### config.mk
export PLATFORM = sky130hd
export DESIGN_NAME = rrcs_ram
export DESIGN_NICKNAME = d
export VERILOG_FILES = /design/src/sv/rrcs_ram.sv
export SDC_FILE = /design/constraint.sdc
export NUM_CORES = 1
export LEC_CHECK = 0
export BUFFER_PORTS_ARGS = -buffer_cell sky130_fd_sc_hd__buf_2
export CORE_ASPECT_RATIO = 0.8
export CORE_UTILIZATION = 30
export CTS_CLUSTER_SIZE = 24
export DETAILED_ROUTE_END_ITERATION = 7
export PLACE_DENSITY = 0.53
export SETUP_SLACK_MARGIN = 0.5
export SLEW_MARGIN = 10
export SYNTH_ARGS = -nofsm -noshare
export SYNTH_HDL_FRONTEND = slang
export SYNTH_SLANG_ARGS = --single-unit
### constraint.sdc
create_clock -name clock -period 3.9 [get_ports clock]
set_input_delay 0.39 -clock clock [delete_from_list [all_inputs] [get_ports clock]]
set_output_delay 0.39 -clock clock [all_outputs]
set_load 0.01 [all_outputs]
### src/sv/rrcs_ram.sv
// ----------------------------------------------------------------------------
// rrcs_ram
// Generic simple dual-port RAM: one write port, one read port, registered read.
// ----------------------------------------------------------------------------
module rrcs_ram #(
   parameter int WIDTH = 8,
   parameter int DEPTH = 16
) (
   input  logic                     clock,
   input  logic                     wr_en,
   input  logic [$clog2(DEPTH)-1:0] wr_addr,
   input  logic [WIDTH-1:0]         wr_data,
   input  logic [$clog2(DEPTH)-1:0] rd_addr,
   output logic [WIDTH-1:0]         rd_data
);

   logic [WIDTH-1:0] mem_ff [DEPTH];
   logic [WIDTH-1:0] rd_data_ff;

   always_ff @(posedge clock) begin
      if (wr_en) begin
         mem_ff[wr_addr] <= wr_data;
      end
      rd_data_ff <= mem_ff[rd_addr];
   end

   assign rd_data = rd_data_ff;

endmodule

==> out/summary.txt, run 1 <==
CP endpoint kind: flip-flop
post-synth top area cell: edfxtp_1
switch share: 19.3%
Max transition margin: 20.1%
hold crit path type: in2reg
drt via density: 4.73
Die ar.: 17,700 um^2
Synth area leaders: edfxtp_1 75%, mux4_2 7.9%, mux4_1 7.1%, dfxtp_1 3.1%, a22oi_1 2.3%
total negative slack: 0 ns
Post-synth EDFFs: 128
hold worst-path end: mem_ff[12][7]$_DFFE_PP_
Cell Area, Synth: 5150 um^2
Tcrit/Tclk final: 48.7%
WHS: 0.371 ns
RSZ-0062 raised after global routing: no
DRC: 0
Initial Util: 30.9%
Crit Reg-Reg Startpoint: mem_ff[8][4]$_DFFE_PP_
cts repair resizes: 0
ys flop type: edfxtp_1
Die Y: 119 um
total grt overflow: 0
Worst-Margin Slew: 1.19 ns
Post-Syn Nets: 247
register share of total power: 48.5%
skew final: 0.00461 ns
Fmax: 0.527 GHz
Area Growth Syn to Fin: 18.8%
Worst-path clk slew: 0.05 ns
Max VDD drop: 0.274 mV
Synth Area per Inst: 22.5 um^2
# port buffers: 25
later-pin clock latency in the skew report: 0.41 ns
Logic pwr share: 4.4%
first-pass GRT wire length: 16,000 um
FF-to-FF path depth: 3
Cell variety after synth: 19
I/O pins: 26
Worst setup SP type: primary input
Placed Cells: 470
ANT nets after route: 0
most instantiated cells after synthesis: 128 x edfxtp_1, 18 x mux4_2, 16 x a22oi_1
Layout Nets: 287
pin count of the biggest net entering global routing: 33
RD Place Congestion: 0.693
Finished Layout Cells: 502
CTS Root Cell: clkbuf_16
Vias: 2,374
Fin. Hold Viols: 0
setup violators final: 0
arrival time of the worst setup path: 2.18 ns
layout cells sized above 1: 28.7%
clock share of power: 47.1%
Synth Warn #: 0
Worst Path Required: 4.19 ns
post-synth top area share: 74.7%
iteration count of the initial detailed-routing pass: 4
largest fanout on the critical path: 17
Power Internal: 0.00273 W
post-DP HPWL: 6360 um
post-CTS setup buffer count: 0
number of synthesized register bits: 136
max-slew violation count: 0
WL/cell: 21.0 um
minimum clock period: 1.90 ns
run status: finished clean
crit path kind: in2reg
count leader, synth: edfxtp_1
RR Endpoint: rd_data[4]$_DFF_P_
Final WS setup: 2.00 ns
Hold Crit Start: wr_data[7]
row count: 42
H-tree level count: 4
Critical path origin: rd_addr[0]
share of synthesized flip-flops with an asynchronous set or reset: 0%
CTS Hold Buffers Added: 0
Pwr Total: 0.00339 W
Leak: 2.03 nW
core area: 16,700 um^2
initial antenna violation count: 0
TritonCTS buffer count: 17
pwr/cell area: 554 nW/um^2
diode count: 0
Synth Instances: 229
hold-critical path depth: 1
DR iter-0 viols: 232
Total GRT Usage: 13.3%
worst reg-to-reg setup slack: 2.56 ns
Die Span X: 148 um
clk buf depth: 2
max-cap violations: 0
post-place setup slack: 1.52 ns
WL final: 10,600 um
Seq/Total Area, Yosys: 77.8%
Sink Count: 136
Switch Pwr: 0.000655 W
CTS tree: yes
vias in the first global route: 2,507
==> worst max-delay path by stage <==
stage / end / depth (start not counted)
3_5_place_dp: rd_data[0]$_DFF_P_ / 5
5_1_grt: rd_data[1]$_DFF_P_ / 5
3_3_place_gp: mem_ff[0][1]$_DFFE_PP_ / 3
4_1_cts: rd_data[0]$_DFF_P_ / 5
6_report: rd_data[0]$_DFF_P_ / 5
2_1_floorplan: mem_ff[0][0]$_DFFE_PP_ / 2
==> worst max-delay path: stages <==
cell     delay, ns
buf_2         0.44
buf_4         0.43
mux4_1        0.62
a22oi_1       0.19
nand2_1       0.10
==> power by group through the flow <==
stage,logic [W],registers [W],clock network [W]
6_report,0.000150,0.00164,0.00160
5_1_grt,0.000164,0.00165,0.00168
4_1_cts,0.000154,0.00164,0.00162
3_5_place_dp,0.000153,0.00167,0
3_3_place_gp,0.000149,0.00167,0
2_1_floorplan,0.0000829,0.00168,0
==> final cells by class <==
cell class	instances	area, um^2
Sequential cell	136	4000
Timing Repair Buffer	31	170
Clock buffer	25	515
Fill cell	1499	10500
Tap cell	220	275
Clock inverter	7	88.8
Multi-Input combinational cell	83	1060
==> sequential cells by signal, summed over array words and instances, names as in the netlist <==
signal,count
mem_ff,128
rd_data,8
==> stage by stage <==
step / area (um^2) / utilization (%)
finish: 6120 / 36.7
global route: 6120 / 36.7
CTS: 6120 / 36.7
detailed placement: 5510 / 33.1
global placement: 5500 / 33.0
floorplan: 5150 / -
==> cells in the final DEF (no fill, tap or decap), drive strengths merged <==
cell    count
nand3       1
bufinv      2
and2b       1
nand3b      2
and2        1
buf        31
mux4       32
nand2       9
nor2       13
a22oi      16
nor2b       1
clkbuf     25
nand2b      2
clkinv      5
nor3        4
or3b        1
dfxtp       8
edfxtp    128
==> routing by layer <==
layer	track usage, %	wire length (um)
met5	0	0
met4	4.45	150
met3	3.91	356
met2	20.0	4990
met1	18.3	5060
==> cells by family (layout without fill, tap and decap cells) <==
family | Yosys count | after routing | synth area share, %
flip-flops | 136 | 136 | 77.8
AND/OR/NAND/NOR | 35 | 35 | 3.18
multiplexers | 32 | 32 | 15.0
AO/OA/AOI/OAI | 16 | 16 | 2.33
buffers and inverters | 10 | 63 | 1.68
Note: power is estimated with default switching activity, not from simulation.
==> inputs of run 2 (changes only) <==
Clock period 3.9 ns to 1.8 ns, I/O delays scaled along.
==> out/summary.txt, run 2 (synthesis gave the netlist of run 1 again) <==
run status: finished clean
TritonCTS buffer count: 17
clk buf depth: 2
Die Span X: 148 um
later-pin clock latency in the skew report: 0.41 ns
CP endpoint kind: flip-flop
Placed Cells: 487
skew final: 0.00713 ns
diode count: 0
initial antenna violation count: 0
hold crit path type: in2reg
setup violators final: 0
Fin. Hold Viols: 0
ANT nets after route: 0
CTS Hold Buffers Added: 0
I/O pins: 26
post-CTS setup buffer count: 0
layout cells sized above 1: 39.5%
first-pass GRT wire length: 16,300 um
Fmax: 0.791 GHz
Max transition margin: 63.6%
drt via density: 4.72
post-DP HPWL: 7080 um
Area Growth Syn to Fin: 22.4%
max-slew violation count: 0
DRC: 0
row count: 42
H-tree level count: 4
Max VDD drop: 0.804 mV
Sink Count: 136
max FFs per register: 128
crit path kind: reg2reg
most frequent cells in the layout: 128 x edfxtp_1, 25 x mux4_2, 25 x buf_2, 21 x buf_4, 17 x clkbuf_16
most common cell after layout, fill and taps aside: edfxtp_1
Total GRT Usage: 13.4%
Worst-path clk slew: 0.06 ns
Worst Path Required: 2.10 ns
CTS tree: yes
largest fanout on the critical path: 1
max-cap violations: 0
Top reg by flops: mem_ff
Worst setup SP type: flip-flop
RD Place Congestion: 0.675
CTS Root Cell: clkbuf_16
Worst-Margin Slew: 0.544 ns
Die Y: 119 um
core area: 16,700 um^2
WL final: 11,000 um
Pwr Total: 0.00740 W
minimum clock period: 1.26 ns
pwr/cell area: 1170 nW/um^2
Vias: 2,449
Initial Util: 30.9%
Finished Layout Cells: 519
DR iter-0 viols: 151
iteration count of the initial detailed-routing pass: 5
WL/cell: 21.2 um
Die ar.: 17,700 um^2
pin count of the biggest net entering global routing: 33
vias in the first global route: 2,608
arrival time of the worst setup path: 1.56 ns
RSZ-0062 raised after global routing: yes
total negative slack: 0 ns
Layout Nets: 304
Tcrit/Tclk final: 70.3%
# port buffers: 25
Leak: 2.09 nW
total grt overflow: 0
-- run 2: final cells by class --
cell class / instances / area [um^2]
fill: 1486 / 10400
sequential: 136 / 4000
multi-input combinational: 83 / 1100
clock buffer: 19 / 443
timing repair buffer: 48 / 323
tap: 220 / 275
clock inverter: 13 / 153
-- run 2: repair_timing --
action | CTS | global route
pin swaps | 1 | 4
endpoints found under the setup margin | 5 | 8
gates resized for setup | 5 | 10
-- run 2: critical path, cell delays in order, from the launching register on --
cell	delay, ns
edfxtp_1	0.35
mux4_1	0.52
a22oi_2	0.21
nand2_1	0.07
-- run 2: layer usage --
layer	track usage [%]	share of wire [%]	wire (um)	up-vias
met1	18.7	47	5170	1289
met5	0	0	0	-
met4	5.93	1.4	152	0
met2	19.7	47	5140	60
li1	-	-	-	1087
met3	3.14	4.9	538	13
-- run 2: stage by stage --
stage | setup WS, ns | hold slack [ns] | utilization, % | area, um^2
2_1_floorplan | 0.484 | 0.279 | - | 5190
3_3_place_gp | 0.172 | 0.567 | 34.2 | 5690
3_5_place_dp | 0.157 | 0.580 | 34.2 | 5690
4_1_cts | 0.489 | 0.149 | 37.8 | 6300
5_1_grt | 0.470 | 0.154 | 37.8 | 6300
6_report | 0.535 | 0.149 | 37.8 | 6300
-- run 2: where the power goes --
part / internal (W) / total (W) / switching, W
Clock: 0.00220 / 0.00347 / 0.00127
Sequential: 0.00354 / 0.00357 / 0.0000278
Combinational: 0.000155 / 0.000363 / 0.000207
Total: 0.00590 / 0.00740 / 0.00150
-- run 2: worst paths after layout --
kind                                          endpoint  slack [ns]                   start  depth (start not counted)
worst max-delay path                rd_data[2]$_DFF_P_        0.54  mem_ff[1][2]$_DFFE_PP_                          3
worst min-delay path            mem_ff[5][2]$_DFFE_PP_        0.15              wr_data[2]                          1
worst max register to register      rd_data[2]$_DFF_P_        0.54  mem_ff[1][2]$_DFFE_PP_                          3
worst min register to register      rd_data[5]$_DFF_P_        0.67  mem_ff[8][5]$_DFFE_PP_                          3
